<file path="config.mk">
export PLATFORM = sky130hd
export DESIGN_NAME = rule_language_tokenizer_unit_flat
export DESIGN_NICKNAME = d
export VERILOG_FILES = /design/src/sv/rlt_pkg.sv /design/src/sv/rlt_if.sv /design/src/sv/rule_language_tokenizer_unit.sv /design/src/sv/rlt_front.sv /design/src/sv/rlt_queue.sv /design/src/sv/rlt_back.sv /design/src/flat_wrapper.sv
export SDC_FILE = /design/constraint.sdc
export NUM_CORES = 2
export LEC_CHECK = 0
export ABC_AREA = 1
export ABC_CLOCK_PERIOD_IN_PS = 11000
export BUFFER_PORTS_ARGS = -buffer_cell sky130_fd_sc_hd__buf_4
export CELL_PAD_IN_SITES_DETAIL_PLACEMENT = 1
export CELL_PAD_IN_SITES_GLOBAL_PLACEMENT = 2
export CORE_MARGIN = 8
export CORE_UTILIZATION = 38
export CTS_BUF_LIST = sky130_fd_sc_hd__clkbuf_8
export DETAILED_ROUTE_END_ITERATION = 10
export PLACE_DENSITY = 0.81
export SYNTH_ARGS = -nofsm -noshare
export SYNTH_HDL_FRONTEND = slang
export SYNTH_SLANG_ARGS = --single-unit
</file>
<file path="constraint.sdc">
create_clock -name clock -period 11 [get_ports clock]
set_input_delay 1.1 -clock clock [delete_from_list [all_inputs] [get_ports clock]]
set_output_delay 1.1 -clock clock [all_outputs]
set_load 0.05 [all_outputs]
</file>
<file path="src/sv/rlt_pkg.sv">
// ----------------------------------------------------------------------------
// rlt_pkg: shared types and constants of the rule language tokenizer
// Token kinds, operator codes, lexer modes and the front-to-back command word.
// ----------------------------------------------------------------------------
package rlt_pkg;

   localparam int POS_BITS = 16;
   localparam int NUM_BITS = 64;
   localparam int HOLD_DEPTH = 7;
   localparam int QUEUE_DEPTH = 4;
   localparam int QUEUE_ADDR_BITS = 2;
   localparam logic [POS_BITS-1:0] POS_MAX = '1;

   localparam logic [2:0] KIND_OP    = 3'd0;
   localparam logic [2:0] KIND_WCHAR = 3'd1;
   localparam logic [2:0] KIND_WEND  = 3'd2;
   localparam logic [2:0] KIND_SCHAR = 3'd3;
   localparam logic [2:0] KIND_SEND  = 3'd4;
   localparam logic [2:0] KIND_NUM   = 3'd5;
   localparam logic [2:0] KIND_END   = 3'd6;
   localparam logic [2:0] KIND_ERR   = 3'd7;

   localparam logic [4:0] OP_PIPE    = 5'd16;
   localparam logic [4:0] OP_OROR    = 5'd17;
   localparam logic [4:0] OP_BANG    = 5'd18;
   localparam logic [4:0] OP_NE      = 5'd19;
   localparam logic [4:0] OP_DOLPAR  = 5'd20;
   localparam logic [4:0] OP_ARROW   = 5'd21;
   localparam logic [4:0] OP_FEATURE = 5'd22;
   localparam logic [4:0] OP_CLASS   = 5'd23;

   localparam logic [3:0] MODE_IDLE    = 4'd0;
   localparam logic [3:0] MODE_COMMENT = 4'd1;
   localparam logic [3:0] MODE_WORD    = 4'd2;
   localparam logic [3:0] MODE_NUMBER  = 4'd3;
   localparam logic [3:0] MODE_STRING  = 4'd4;
   localparam logic [3:0] MODE_ESCAPE  = 4'd5;
   localparam logic [3:0] MODE_PIPE    = 4'd6;
   localparam logic [3:0] MODE_BANG    = 4'd7;
   localparam logic [3:0] MODE_DOLLAR  = 4'd8;
   localparam logic [3:0] MODE_MINUS   = 4'd9;

   typedef struct packed {
      logic [2:0]          kind;
      logic [4:0]          operator_code;
      logic [7:0]          char_value;
      logic [NUM_BITS-1:0] number_value;
      logic [POS_BITS-1:0] token_line;
      logic [POS_BITS-1:0] token_column;
      logic                last;
   } token_type;

   typedef struct packed {
      logic [7:0] char_byte;
      logic       end_of_input;
   } char_type;

   // Work for the back end: up to two plain tokens and a held-character flush.
   typedef struct packed {
      logic                flush_held;  // emit held chars before tok_a
      logic [2:0]          hold_count;
      logic [HOLD_DEPTH*8-1:0] hold_chars;
      logic                a_valid;
      token_type           tok_a;
      logic                b_valid;
      token_type           tok_b;
   } cmd_type;

   function automatic logic [4:0] single_op(input logic [7:0] c);
      case (c)
         8'h28: single_op = 5'd0;   8'h29: single_op = 5'd1;
         8'h5B: single_op = 5'd2;   8'h5D: single_op = 5'd3;
         8'h7B: single_op = 5'd4;   8'h7D: single_op = 5'd5;
         8'h2C: single_op = 5'd6;   8'h3D: single_op = 5'd7;
         8'h3A: single_op = 5'd8;   8'h3B: single_op = 5'd9;
         8'h5F: single_op = 5'd10;  8'h7E: single_op = 5'd11;
         8'h2F: single_op = 5'd12;  8'h2A: single_op = 5'd13;
         8'h2B: single_op = 5'd14;  8'h3F: single_op = 5'd15;
         default: single_op = 5'd31;
      endcase
   endfunction

   function automatic logic [7:0] kw_char(input logic [1:0] k, input logic [2:0] i);
      logic [55:0] s;
      begin
         case (k)
            2'd0: s = "feature";
            2'd1: s = {"class", 16'h0};
            default: s = {"NOT", 32'h0};
         endcase
         kw_char = s[55 - 8*i -: 8];
      end
   endfunction

endpackage

</file>
<file path="src/sv/rlt_if.sv">
// ----------------------------------------------------------------------------
// rlt_char_if / rlt_token_if: valid-ready channels of the tokenizer
// One interface per payload type, each with source and sink modports.
// ----------------------------------------------------------------------------
interface rlt_char_if import rlt_pkg::*; ();
   logic     valid;
   logic     ready;
   char_type data;
   modport source (output valid, output data, input ready);
   modport sink (input valid, input data, output ready);
endinterface

interface rlt_token_if import rlt_pkg::*; ();
   logic      valid;
   logic      ready;
   token_type data;
   modport source (output valid, output data, input ready);
   modport sink (input valid, input data, output ready);
endinterface

</file>
<file path="src/sv/rule_language_tokenizer_unit.sv">
// ----------------------------------------------------------------------------
// rule_language_tokenizer_unit: streaming lexer for the rule language
// Front end lexes bytes into commands; back end emits tokens.
// ----------------------------------------------------------------------------
// The command is registered in the queue, each token in the output register.
// Throughput: one byte per cycle while the queue has room; a byte with n
// tokens is emitted token by token, absorbed by the 4-entry command queue.
// Reset: synchronous; lexer returns to idle, position counters to zero.
module rule_language_tokenizer_unit import rlt_pkg::*; (
   input  logic        clock,
   input  logic        reset,
   rlt_char_if.sink    req,
   rlt_token_if.source rsp
);

   logic    f_valid, f_ready, q_valid, q_ready;
   cmd_type f_cmd, q_cmd;

   rlt_front u_front (
      .clock(clock), .reset(reset),
      .in_valid(req.valid), .in_data(req.data), .in_ready(req.ready),
      .cmd_valid(f_valid), .cmd(f_cmd), .cmd_ready(f_ready)
   );

   rlt_queue u_queue (
      .clock(clock), .reset(reset),
      .wr_valid(f_valid), .wr_data(f_cmd), .wr_ready(f_ready),
      .rd_valid(q_valid), .rd_data(q_cmd), .rd_ready(q_ready)
   );

   rlt_back u_back (
      .clock(clock), .reset(reset),
      .cmd_valid(q_valid), .cmd(q_cmd), .cmd_ready(q_ready),
      .rsp(rsp)
   );

   a_end_last: assert property (@(posedge clock) disable iff (reset)
      rsp.valid && rsp.data.kind == KIND_END |-> rsp.data.last)
      else $error("end token not last");

   a_queue_ready: assert property (@(posedge clock) disable iff (reset)
      req.ready == f_ready)
      else $error("front stalled with queue space");

endmodule

</file>
<file path="src/sv/rlt_front.sv">
// ----------------------------------------------------------------------------
// rlt_front: lexer state machine
// Accepts one byte per cycle while the queue is ready, updates position and mode, builds a command.
// ----------------------------------------------------------------------------
module rlt_front import rlt_pkg::*; (
   input  logic     clock,
   input  logic     reset,
   input  logic     in_valid,
   input  char_type in_data,
   output logic     in_ready,
   output logic     cmd_valid,
   output cmd_type  cmd,
   input  logic     cmd_ready
);

   logic [3:0]            mode_ff, mode_in;
   logic [HOLD_DEPTH*8-1:0] held_ff, held_in;
   logic [2:0]            cnt_ff, cnt_in;
   logic [2:0]            flags_ff, flags_in;
   logic [NUM_BITS-1:0]   acc_ff, acc_in;
   logic [POS_BITS-1:0]   line_ff, line_in, col_ff, col_in;
   logic [POS_BITS-1:0]   sline_ff, sline_in, scol_ff, scol_in;
   logic [NUM_BITS-1:0]   acc_x10;

   assign in_ready = cmd_ready;
   assign cmd_valid = in_valid;
   assign acc_x10 = (acc_ff << 3) + (acc_ff << 1);

   function automatic token_type mk(input logic [2:0] k, input logic [4:0] op,
      input logic [7:0] ch, input logic [NUM_BITS-1:0] n,
      input logic [POS_BITS-1:0] ln, input logic [POS_BITS-1:0] cl);
      token_type t;
      begin
         t.kind = k; t.operator_code = op; t.char_value = ch;
         t.number_value = n; t.token_line = ln; t.token_column = cl; t.last = 1'b0;
         mk = t;
      end
   endfunction

   always_comb begin
      logic [7:0] c;
      logic       wordb, digit, blank, close_word, fresh;
      logic [2:0] m;
      logic [4:0] op;
      logic [POS_BITS-1:0] sl, sc;
      c = in_data.char_byte;
      m = 3'd0;
      op = 5'd0;
      mode_in = mode_ff; held_in = held_ff; cnt_in = cnt_ff; flags_in = flags_ff;
      acc_in = acc_ff; line_in = line_ff; col_in = col_ff;
      sline_in = sline_ff; scol_in = scol_ff;
      cmd = '0;
      cmd.hold_chars = held_ff;
      cmd.hold_count = cnt_ff;
      wordb = (c >= 8'h41 && c <= 8'h5A) || (c >= 8'h61 && c <= 8'h7A) || c[7];
      digit = c >= 8'h30 && c <= 8'h39;
      blank = c == 8'h20 || (c >= 8'h09 && c <= 8'h0D);
      close_word = 1'b0;
      fresh = 1'b0;
      sl = sline_ff; sc = scol_ff;
      if (in_data.end_of_input) begin
         case (mode_ff)
            MODE_WORD: close_word = 1'b1;
            MODE_NUMBER: begin
               cmd.a_valid = 1'b1;
               cmd.tok_a = mk(KIND_NUM, 5'd0, 8'd0, acc_ff, sl, sc);
            end
            MODE_PIPE: begin
               cmd.a_valid = 1'b1; cmd.tok_a = mk(KIND_OP, OP_PIPE, 8'd0, '0, sl, sc);
            end
            MODE_BANG: begin
               cmd.a_valid = 1'b1; cmd.tok_a = mk(KIND_OP, OP_BANG, 8'd0, '0, sl, sc);
            end
            MODE_DOLLAR, MODE_MINUS, MODE_STRING, MODE_ESCAPE: begin
               cmd.a_valid = 1'b1; cmd.tok_a = mk(KIND_ERR, 5'd0, 8'd0, '0, sl, sc);
            end
            default: ;
         endcase
         if (close_word) begin
            cmd.a_valid = 1'b1;
            if (flags_ff[0] && cnt_ff == 3'd7)
               cmd.tok_a = mk(KIND_OP, OP_FEATURE, 8'd0, '0, sl, sc);
            else if (flags_ff[1] && cnt_ff == 3'd5)
               cmd.tok_a = mk(KIND_OP, OP_CLASS, 8'd0, '0, sl, sc);
            else if (flags_ff[2] && cnt_ff == 3'd3)
               cmd.tok_a = mk(KIND_OP, OP_BANG, 8'd0, '0, sl, sc);
            else begin
               cmd.flush_held = 1'b1;
               cmd.tok_a = mk(KIND_WEND, 5'd0, 8'd0, '0, sl, sc);
            end
         end
         cmd.b_valid = 1'b1;
         cmd.tok_b = mk(KIND_END, 5'd0, 8'd0, '0, line_ff, col_ff);
         mode_in = MODE_IDLE; cnt_in = 3'd0; flags_in = 3'd7;
      end else begin
         if (c == 8'h0A) begin
            if (line_ff != POS_MAX) line_in = line_ff + 1'b1;
            col_in = '0;
         end else if (col_ff != POS_MAX) col_in = col_ff + 1'b1;
         case (mode_ff)
            MODE_COMMENT: if (c == 8'h0A) mode_in = MODE_IDLE;
            MODE_WORD: begin
               if (wordb) begin
                  if (flags_ff == 3'd0) begin
                     cmd.b_valid = 1'b1;
                     cmd.tok_b = mk(KIND_WCHAR, 5'd0, c, '0, sl, sc);
                  end else begin
                     m = 3'd0;
                     for (int k = 0; k < 3; k++)
                        if (kw_char(2'(k), cnt_ff) == c && kw_char(2'(k), cnt_ff) != 8'd0)
                           m[k] = 1'b1;
                     if ((flags_ff & m) != 3'd0 && cnt_ff != 3'd7) begin
                        flags_in = flags_ff & m;
                        held_in[55 - 8*cnt_ff -: 8] = c;
                        cnt_in = cnt_ff + 1'b1;
                     end else begin
                        flags_in = 3'd0;
                        cmd.flush_held = 1'b1;
                        cnt_in = 3'd0;
                        cmd.b_valid = 1'b1;
                        cmd.tok_b = mk(KIND_WCHAR, 5'd0, c, '0, sl, sc);
                     end
                  end
               end else begin
                  close_word = 1'b1;
                  fresh = 1'b1;
               end
            end
            MODE_NUMBER: begin
               if (digit) acc_in = acc_x10 + NUM_BITS'(c - 8'h30);
               else begin
                  cmd.a_valid = 1'b1;
                  cmd.tok_a = mk(KIND_NUM, 5'd0, 8'd0, acc_ff, sl, sc);
                  fresh = 1'b1;
               end
            end
            MODE_STRING: begin
               if (c == 8'h22) begin
                  cmd.b_valid = 1'b1; cmd.tok_b = mk(KIND_SEND, 5'd0, 8'd0, '0, sl, sc);
                  mode_in = MODE_IDLE;
               end else if (c == 8'h5C) mode_in = MODE_ESCAPE;
               else begin
                  cmd.b_valid = 1'b1; cmd.tok_b = mk(KIND_SCHAR, 5'd0, c, '0, sl, sc);
               end
            end
            MODE_ESCAPE: begin
               if (c == 8'h22 || c == 8'h5C) begin
                  cmd.b_valid = 1'b1; cmd.tok_b = mk(KIND_SCHAR, 5'd0, c, '0, sl, sc);
               end else if (c == 8'h6E) begin
                  cmd.b_valid = 1'b1; cmd.tok_b = mk(KIND_SCHAR, 5'd0, 8'h0A, '0, sl, sc);
               end
               mode_in = MODE_STRING;
            end
            MODE_PIPE: begin
               cmd.a_valid = 1'b1;
               if (c == 8'h7C) begin
                  cmd.tok_a = mk(KIND_OP, OP_OROR, 8'd0, '0, sl, sc); mode_in = MODE_IDLE;
               end else begin
                  cmd.tok_a = mk(KIND_OP, OP_PIPE, 8'd0, '0, sl, sc); fresh = 1'b1;
               end
            end
            MODE_BANG: begin
               cmd.a_valid = 1'b1;
               if (c == 8'h3D) begin
                  cmd.tok_a = mk(KIND_OP, OP_NE, 8'd0, '0, sl, sc); mode_in = MODE_IDLE;
               end else begin
                  cmd.tok_a = mk(KIND_OP, OP_BANG, 8'd0, '0, sl, sc); fresh = 1'b1;
               end
            end
            MODE_DOLLAR, MODE_MINUS: begin
               cmd.a_valid = 1'b1;
               if (mode_ff == MODE_DOLLAR && c == 8'h28) begin
                  cmd.tok_a = mk(KIND_OP, OP_DOLPAR, 8'd0, '0, sl, sc); mode_in = MODE_IDLE;
               end else if (mode_ff == MODE_MINUS && c == 8'h3E) begin
                  cmd.tok_a = mk(KIND_OP, OP_ARROW, 8'd0, '0, sl, sc); mode_in = MODE_IDLE;
               end else begin
                  cmd.tok_a = mk(KIND_ERR, 5'd0, 8'd0, '0, sl, sc); fresh = 1'b1;
               end
            end
            default: fresh = 1'b1;
         endcase
         if (close_word) begin
            cmd.a_valid = 1'b1;
            if (flags_ff[0] && cnt_ff == 3'd7)
               cmd.tok_a = mk(KIND_OP, OP_FEATURE, 8'd0, '0, sl, sc);
            else if (flags_ff[1] && cnt_ff == 3'd5)
               cmd.tok_a = mk(KIND_OP, OP_CLASS, 8'd0, '0, sl, sc);
            else if (flags_ff[2] && cnt_ff == 3'd3)
               cmd.tok_a = mk(KIND_OP, OP_BANG, 8'd0, '0, sl, sc);
            else begin
               cmd.flush_held = 1'b1;
               cmd.tok_a = mk(KIND_WEND, 5'd0, 8'd0, '0, sl, sc);
            end
            cnt_in = 3'd0; flags_in = 3'd7;
         end
         // a new token starts at the position after this byte moved it
         if (fresh) begin
            op = single_op(c);
            mode_in = MODE_IDLE;
            sline_in = line_in; scol_in = col_in;
            if (blank) ;
            else if (op != 5'd31) begin
               cmd.b_valid = 1'b1;
               cmd.tok_b = mk(KIND_OP, op, 8'd0, '0, line_in, col_in);
            end else if (c == 8'h23) mode_in = MODE_COMMENT;
            else if (c == 8'h7C) mode_in = MODE_PIPE;
            else if (c == 8'h21) mode_in = MODE_BANG;
            else if (c == 8'h24) mode_in = MODE_DOLLAR;
            else if (c == 8'h2D) mode_in = MODE_MINUS;
            else if (c == 8'h22) mode_in = MODE_STRING;
            else if (wordb) begin
               mode_in = MODE_WORD;
               m = 3'd0;
               for (int k = 0; k < 3; k++)
                  if (kw_char(2'(k), 3'd0) == c) m[k] = 1'b1;
               if (m != 3'd0) begin
                  flags_in = m; held_in[55 -: 8] = c; cnt_in = 3'd1;
               end else begin
                  flags_in = 3'd0; cnt_in = 3'd0;
                  cmd.b_valid = 1'b1;
                  cmd.tok_b = mk(KIND_WCHAR, 5'd0, c, '0, line_in, col_in);
               end
            end else if (digit) begin
               acc_in = NUM_BITS'(c - 8'h30); mode_in = MODE_NUMBER;
            end else begin
               cmd.b_valid = 1'b1;
               cmd.tok_b = mk(KIND_ERR, 5'd0, 8'd0, '0, line_in, col_in);
            end
         end
      end
   end

   always_ff @(posedge clock) begin
      if (reset) begin
         mode_ff <= MODE_IDLE; cnt_ff <= 3'd0; flags_ff <= 3'd7; acc_ff <= '0;
         line_ff <= '0; col_ff <= '0; sline_ff <= '0; scol_ff <= '0;
      end else if (in_valid && in_ready) begin
         mode_ff <= mode_in; cnt_ff <= cnt_in; flags_ff <= flags_in; acc_ff <= acc_in;
         line_ff <= line_in; col_ff <= col_in; sline_ff <= sline_in; scol_ff <= scol_in;
      end
   end

   always_ff @(posedge clock) begin
      if (in_valid && in_ready) held_ff <= held_in;
   end

endmodule

</file>
<file path="src/sv/rlt_queue.sv">
// ----------------------------------------------------------------------------
// rlt_queue: command queue between front and back end
// Small register FIFO; ready while a slot is free.
// ----------------------------------------------------------------------------
module rlt_queue import rlt_pkg::*; (
   input  logic    clock,
   input  logic    reset,
   input  logic    wr_valid,
   input  cmd_type wr_data,
   output logic    wr_ready,
   output logic    rd_valid,
   output cmd_type rd_data,
   input  logic    rd_ready
);

   cmd_type mem_ff [QUEUE_DEPTH];
   logic [QUEUE_ADDR_BITS-1:0] wp_ff, rp_ff;
   logic [QUEUE_ADDR_BITS:0]   cnt_ff;
   logic push, pop;

   assign wr_ready = cnt_ff != (QUEUE_ADDR_BITS+1)'(QUEUE_DEPTH);
   assign rd_valid = cnt_ff != '0;
   assign rd_data = mem_ff[rp_ff];
   assign push = wr_valid && wr_ready;
   assign pop = rd_valid && rd_ready;

   always_ff @(posedge clock) begin
      if (reset) begin
         wp_ff <= '0; rp_ff <= '0; cnt_ff <= '0;
      end else begin
         if (push) wp_ff <= wp_ff + 1'b1;
         if (pop) rp_ff <= rp_ff + 1'b1;
         cnt_ff <= cnt_ff + (QUEUE_ADDR_BITS+1)'(push) - (QUEUE_ADDR_BITS+1)'(pop);
      end
   end

   always_ff @(posedge clock) begin
      if (push) mem_ff[wp_ff] <= wr_data;
   end

endmodule

</file>
<file path="src/sv/rlt_back.sv">
// ----------------------------------------------------------------------------
// rlt_back: token sequencer
// Walks one command: held characters, then token A, then token B.
// ----------------------------------------------------------------------------
module rlt_back import rlt_pkg::*; (
   input  logic          clock,
   input  logic          reset,
   input  logic          cmd_valid,
   input  cmd_type       cmd,
   output logic          cmd_ready,
   rlt_token_if.source   rsp
);

   localparam logic [1:0] PH_HOLD = 2'd0;
   localparam logic [1:0] PH_A = 2'd1;
   localparam logic [1:0] PH_B = 2'd2;

   logic [1:0] ph_ff, ph_in;
   logic [2:0] idx_ff, idx_in;
   logic       emit, is_last, adv_ok, skid_ready;
   token_type  tok;
   token_type  out_ff;
   logic       out_v_ff;
   logic       has_hold, has_a, has_b;

   assign has_hold = cmd.flush_held && cmd.hold_count != 3'd0;
   assign has_a = cmd.a_valid;
   assign has_b = cmd.b_valid;
   assign skid_ready = !out_v_ff || rsp.ready;

   always_comb begin
      ph_in = ph_ff; idx_in = idx_ff;
      tok = cmd.tok_a;
      emit = 1'b0; is_last = 1'b0; adv_ok = 1'b0;
      case (ph_ff)
         PH_HOLD: begin
            if (has_hold) begin
               emit = 1'b1;
               tok = cmd.tok_a;
               tok.kind = KIND_WCHAR; tok.operator_code = 5'd0;
               tok.char_value = cmd.hold_chars[55 - 8*idx_ff -: 8];
               if (!cmd.a_valid && !cmd.b_valid) ;
               if (idx_ff + 1'b1 == cmd.hold_count) begin
                  is_last = !has_a && !has_b;
                  tok.token_line = has_a ? cmd.tok_a.token_line : cmd.tok_b.token_line;
                  tok.token_column = has_a ? cmd.tok_a.token_column : cmd.tok_b.token_column;
               end
            end else if (has_a) begin
               emit = 1'b1; tok = cmd.tok_a; is_last = !has_b;
            end else if (has_b) begin
               emit = 1'b1; tok = cmd.tok_b; is_last = 1'b1;
            end else is_last = 1'b1;
            if (has_hold && !has_a && idx_ff == 3'd0) begin
               tok.token_line = cmd.tok_b.token_line;
               tok.token_column = cmd.tok_b.token_column;
            end
            if (has_hold && has_a) begin
               tok.token_line = cmd.tok_a.token_line;
               tok.token_column = cmd.tok_a.token_column;
            end else if (has_hold) begin
               tok.token_line = cmd.tok_b.token_line;
               tok.token_column = cmd.tok_b.token_column;
            end
         end
         PH_A: begin
            emit = 1'b1; tok = cmd.tok_a; is_last = !has_b;
         end
         PH_B: begin
            emit = 1'b1; tok = cmd.tok_b; is_last = 1'b1;
         end
         default: is_last = 1'b1;
      endcase
      tok.last = is_last;
      adv_ok = cmd_valid && (skid_ready || !emit);
      if (adv_ok && !is_last) begin
         if (ph_ff == PH_HOLD && has_hold && idx_ff + 1'b1 != cmd.hold_count)
            idx_in = idx_ff + 1'b1;
         else if (ph_ff == PH_HOLD && has_hold && has_a) begin
            ph_in = PH_A; idx_in = 3'd0;
         end else begin
            ph_in = PH_B; idx_in = 3'd0;
         end
      end else if (adv_ok) begin
         ph_in = PH_HOLD; idx_in = 3'd0;
      end
   end

   assign cmd_ready = adv_ok && is_last;

   always_ff @(posedge clock) begin
      if (reset) begin
         ph_ff <= PH_HOLD; idx_ff <= 3'd0; out_v_ff <= 1'b0;
      end else begin
         ph_ff <= ph_in; idx_ff <= idx_in;
         if (skid_ready) out_v_ff <= cmd_valid && emit;
      end
   end

   always_ff @(posedge clock) begin
      if (skid_ready) out_ff <= tok;
   end

   assign rsp.valid = out_v_ff;
   assign rsp.data = out_ff;

endmodule
</file>
<file path="src/flat_wrapper.sv">
// flat-port wrapper written by rule: the top's interface ports become plain ports
module rule_language_tokenizer_unit_flat import rlt_pkg::*;
  (clock, reset, req_valid, req_data, req_ready, rsp_valid, rsp_data, rsp_ready);
  rlt_char_if req_i ();
  rlt_token_if rsp_i ();
  input  logic clock;
  input  logic reset;
  input wire logic [$bits(req_i.valid)-1:0] req_valid;
  input wire logic [$bits(req_i.data)-1:0] req_data;
  output wire logic [$bits(req_i.ready)-1:0] req_ready;
  output wire logic [$bits(rsp_i.valid)-1:0] rsp_valid;
  output wire logic [$bits(rsp_i.data)-1:0] rsp_data;
  input wire logic [$bits(rsp_i.ready)-1:0] rsp_ready;
  assign req_i.valid = req_valid;
  assign req_i.data = req_data;
  assign req_ready = req_i.ready;
  assign rsp_valid = rsp_i.valid;
  assign rsp_data = rsp_i.data;
  assign rsp_i.ready = rsp_ready;
  rule_language_tokenizer_unit u_core (.clock(clock), .reset(reset), .req(req_i), .rsp(rsp_i));
endmodule
</file>
# Yosys cells after proc, flatten, opt, wreduce, memory -nomap -nowiden
# Memory sizes are Yosys's and may differ from the RTL's. A register that Yosys moved wholly into a read port is not among the register bits.
# Index checks and enable logic that the tools add are counted.
[word_totals] ff_bits=320 mem_bits_rw=1152 inputBits=13 out_inout_bits=115 wordCells=447 n_memories=1
[mem_list] name="u_core.u_queue.mem_ff" depth=4 width=288 read_ports=1 rd_clocked_by_memory_dff=1 write_ports=1 line_no="rlt_queue.sv:16" rtl="cmd_type mem_ff [QUEUE_DEPTH];"
[op_classes] add_sub_neg=14 magnitude_cmp=8 eq_ne=60 shifts=6 muxes=273 bitwise_logic=3 reduce_logical=59
[ops] operator="$mux W56" n=49
[ops] operator="$mux W114" n=22
[ops] operator="$pmux W114 S4" n=2
[ops] operator="$mux W64" n=13
[ops] operator="$mux W113" n=7
[ops] operator="$pmux W114 S3" n=1
[ops] operator="$shiftx A63 B33 Y8" n=4
[ops] operator="$mux W228" n=1
[ops] operator="$pmux W113 S2" n=1
[ops] operator="$mux W106" n=2
[ops] operator="$eq A8 B6 Y1 const B" n=17
[ops] operator="$add A64 B64 Y64" n=2
[ops] operator="$mux W32" n=4
[ops] operator="$mux W112" n=1
[ops] operator="$mux W3" n=37
[ops] operator="$mux W16" n=6
[ops] operator="$mux W8" n=11
[ops] operator="$mux W1" n=84
[ops] operator="$pmux W5 S16" n=1
[ops] operator="$eq A8 B7 Y1 const B" n=9
[ops] operator="$mux W4" n=16
[ops] operator="$shift A8 B34 Y63 const A" n=1
[ops] operator="$shiftx A8 B34 Y63" n=1
[ops] operator="$bwmux W56" n=1
[ops] operator="other kinds (53)" n=130

# Logic depth before layout (Yosys ltp)
[depth] depth_word=41 mapped_depth=24 mapped_depth_nobuf=23

# Cells and area by module
# A second synthesis with hierarchy kept.
[unflattened] cells_unflattened=6748 area_unflattened_um2=69504.2
[modules_own_cells] module="rlt_queue" n_inst=1 cells_each=2849 area_per_inst_um2=43264.0 seq_area_each_um2=34773.4
[modules_own_cells] module="rlt_front" n_inst=1 cells_each=3336 area_per_inst_um2=20134.3 seq_area_each_um2=4444.3
[modules_own_cells] module="rlt_back" n_inst=1 cells_each=563 area_per_inst_um2=6105.9 seq_area_each_um2=3513.4

# Least setup slack after synthesis
# No wires, ideal clock.
[synth_path] kind="in2reg" start="input port req_valid" end="memory u_core.u_queue.mem_ff[0][100] (netlist name), enable pin" setup_time_ns=0.789 t_arrival_ns=10.286 required_ns=10.211 slack_ns=-0.075 stages=3 n_path_buf=1 cell_sequence="nand2_1 clkbuf_1 nor2_1"
[synth_between] elab_chain_cells=3
[synth_lines] item="start, declared" line_no="flat_wrapper.sv:8" rtl="input wire logic [$bits(req_i.valid)-1:0] req_valid;"
[synth_lines] item="$logic_and A1 B1 Y1" line_no="rlt_queue.sv:24" rtl="assign push = wr_valid && wr_ready;"
[synth_lines] item="$mux W1" line_no="rlt_queue.sv:38" rtl="if (push) mem_ff[wp_ff] <= wr_data;"
[synth_lines] item="$mux W1 (not written as such)" line_no="rlt_queue.sv:38"
[synth_lines] item="end, declared" line_no="rlt_queue.sv:16"
# No other way between the ends.

==> impl_metrics.env <==
export IMPL_post_cts_resized=0
export IMPL_via_per_inst=5.410
export IMPL_gp_congestion=0.9479
export IMPL_path_buf_inv=3
export IMPL_clk_pin_slew_worst_paths_ns=0.06
export IMPL_yosys_register_bits=1170
export IMPL_preCtsSetupSlack_ns=5.426
export IMPL_swShare_pct=39.11
export IMPL_critical_path_max_stage_delay_ns=0.72
export IMPL_fin_cells=8010
export IMPL_required_ns=11.63
export IMPL_outcome="completed"
export IMPL_maxCapViolCount=0
export IMPL_critPathSlowestCell="inv_1"
export IMPL_drive_above_1_share_pct=8.807
export IMPL_grt_max_degree=141
export IMPL_syn_inst=5826
export IMPL_fin_worst_skew_ns=0.04821
export IMPL_power_frac_seq_pct=40.9
export IMPL_grtUsageTotal_pct=22.06
export IMPL_ys_seq_area_share_pct=59.79
export IMPL_finalCoreUtilization_pct=42.63
export IMPL_critPathKind="register to register"
export IMPL_final_common_cell="edfxtp_1"
export IMPL_worstPathCellList="inv_1 -> ha_1 -> buf_4 -> inv_1 -> nand3_2 -> nand3_1 -> nand2_1 -> nand4_1 -> nand3_1 -> nand2_1 -> nand2_2 -> nand2_2 -> nand2_1 -> a31oi_1"
export IMPL_cellPowerDensity_mw_per_mm2=231.9
export IMPL_cpLargestDelayFamily="simple AND/OR/NAND/NOR gates"
export IMPL_hold_start="u_core.u_queue.rp_ff[1]"
export IMPL_pwr_share_comb_pct=33.1
export IMPL_cp_max_fo=32
export IMPL_post_drt_wl_per_cell_um=22.63
export IMPL_drv_slew=0
export IMPL_dr_total_vias=43340
export IMPL_io_pins=128
export IMPL_design_area_mm2=0.06280
export IMPL_core_mm2=0.1473
export IMPL_synth_flop_cell="edfxtp_1"
export IMPL_cts_made_buffers=192
export IMPL_p_total_w=0.01456
export IMPL_die_h_um=400.6
export IMPL_grt_pass1_wl_um=278600
export IMPL_clockRootBuffer="clkbuf_8"
export IMPL_yosysWarnings=0
export IMPL_floorplan_rows=141
export IMPL_die_w_um=400.6
export IMPL_dp_hpwl_um=119600
export IMPL_irDropWorstVdd_v=0.0001742
export IMPL_cp_end_kind="register"
export IMPL_route_detailed_drc=0
export IMPL_crit_arrival_ns=5.71
export IMPL_start_util_pct=38.15
export IMPL_hold_buffers=0
export IMPL_setup_violations=0
export IMPL_p_switching_w=0.005695
export IMPL_port_buffers=127
export IMPL_firstDrtPassIters=5
export IMPL_period_share_pct=46.24
export IMPL_clk_latency_ns=0.92
export IMPL_start_kind="register"
export IMPL_p_leak_nw=23.85
export IMPL_antenna_found_initial=7
export IMPL_cpMostUsedCell="nand2_1"
export IMPL_finalHoldViolCount=0
export IMPL_synth_edf_count=1017
export IMPL_yosysUniqueCellTypes=57
export IMPL_ant_nets=0
export IMPL_synth_top_cell_area_share_pct=54.34
export IMPL_first_global_vias=45840
export IMPL_critPathLaunch="u_core.u_front.cnt_ff[2]"
export IMPL_synth_area_per_cell_um2=9.646
export IMPL_wirelength_um=181300
export IMPL_cts_setup_buffers=0
export IMPL_synth_area_mm2=0.05620
export IMPL_netlist_top_cells_area="edfxtp_1, nand2_1, nor2_1"
export IMPL_final_nets=6078
export IMPL_worst_slack_ns=5.914
export IMPL_rsz0062_at_grt="false"
export IMPL_syn_to_final_growth_pct=11.75
export IMPL_max_freq_mhz=196.6
export IMPL_die_area_mm2=0.1604
export IMPL_intPower_w=0.008866
export IMPL_r2r_start="u_core.u_front.cnt_ff[2]"
export IMPL_cts_sinks=1170
export IMPL_gr_total_overflow=0
export IMPL_cts_tree="done"
export IMPL_drt_iter0_markers=2889
export IMPL_min_path_type="register to register"
export IMPL_clk_path_buf_depth=3
export IMPL_tightest_slew_ns=1.069
export IMPL_placed_area_mm2=0.05896
export IMPL_h_tree_depth=4
export IMPL_p_clk_share_pct=25.9
export IMPL_dp_cells=7653
export IMPL_synthArstFlopShare_pct=0
export IMPL_mostFrequentLayoutCells="edfxtp_1, nand2_1, nor2_1"
export IMPL_yosysTopAreaCell="edfxtp_1"
export IMPL_finalWorstPathRequiredPeriod_ns=5.086
export IMPL_maxSlewHeadroom_pct=28.71
registers in the layout, indices dropped and copies added, names as in the netlist, named ones only:
register                 count
u_core.u_front.sline_ff     16
u_core.u_front.col_ff       16
u_core.u_front.cnt_ff        3
u_core.u_back.ph_ff          2
u_core.u_queue.cnt_ff        3
u_core.u_back.rsp.valid      1
u_core.u_queue.wp_ff         2
u_core.u_queue.rp_ff         2
u_core.u_front.held_ff       8
u_core.u_queue.mem_ff      848
u_core.u_back.rsp.data     113
u_core.u_front.scol_ff      16
u_core.u_front.mode_ff       4
u_core.u_front.acc_ff       64
u_core.u_front.line_ff      16
u_core.u_back.idx_ff         3
u_core.u_front.flags_ff      3
logic make-up after synthesis:
logic type | count (synthesis) | share of synthesized area, %
buf+inv | 817 | 5.678
compound gates | 1311 | 12.73
xor+xnor | 39 | 0.6078
simple gates | 2340 | 17.06
other cells | 1 | 0.006673
fa+ha+maj | 148 | 4.123
flops | 1170 | 59.79
area by class of cell:
class / count / area, µm²
Timing Repair Buffer: 184 / 1431
Fill cell: 16620 / 84510
Tap cell: 1930 / 2415
Sequential cell: 1170 / 33610
Clock buffer: 220 / 3028
Antenna cell: 5 / 12.51
Inverter: 527 / 2001
Multi-Input combinational cell: 3842 / 19510
Clock inverter: 132 / 790.8
metrics by stage:
stage,setup TNS [ns],hold WS [ns]
floorplan,-63.28,0.4404
global placement,0,0.4441
detailed placement,0,0.4533
CTS,0,0.4708
global route,0,0.5126
finish,0,0.4663
path summary, 6_finish.rpt:
path / to / slack, ns / depth (start not counted)
max: u_core.u_queue.mem_ff[3][12] / 5.91 / 14
min: register / 0.47 / 2
min reg2reg: register / 0.47 / 2
max reg2reg: u_core.u_queue.mem_ff[3][12] / 5.91 / 14
power groups by stage:
| stage | Clock [W] | Combinational (W) | Sequential, W |
|---|---|---|---|
| finish | 0.00378 | 0.00482 | 0.00596 |
| global route | 0.00405 | 0.00524 | 0.00602 |
| CTS | 0.00388 | 0.00488 | 0.00597 |
| detailed placement | 0 | 0.00485 | 0.00605 |
| global placement | 0 | 0.00477 | 0.00603 |
| floorplan | 0 | 0.00237 | 0.00680 |
tightest hold or removal path: cells and delay by family, from the launching register on:
kind / cells / cell delay, ns
buf+inv: 1 / 0.06
flops: 1 / 0.30
compound gates: 1 / 0.07
Yosys cell counts (54+ instances only):
cell type,instances
edfxtp_1,1017
dfxtp_1,153
nand3_1,295
clkbuf_1,204
inv_1,496
fa_1,62
ha_1,86
nand2_1,947
o21ai_0,672
o22ai_1,142
nor2_1,933
nor3_1,54
a21oi_1,332
layer usage:
metal  GRT usage [%]  wire length (µm)  vias up
met2           37.68             87860      981
li1                -                 -    20280
met5               0                 0        -
met4           6.542              4504        0
met1           29.22             80800    21840
met3           3.103              8098      239
(Power assumes the default switching activity.)
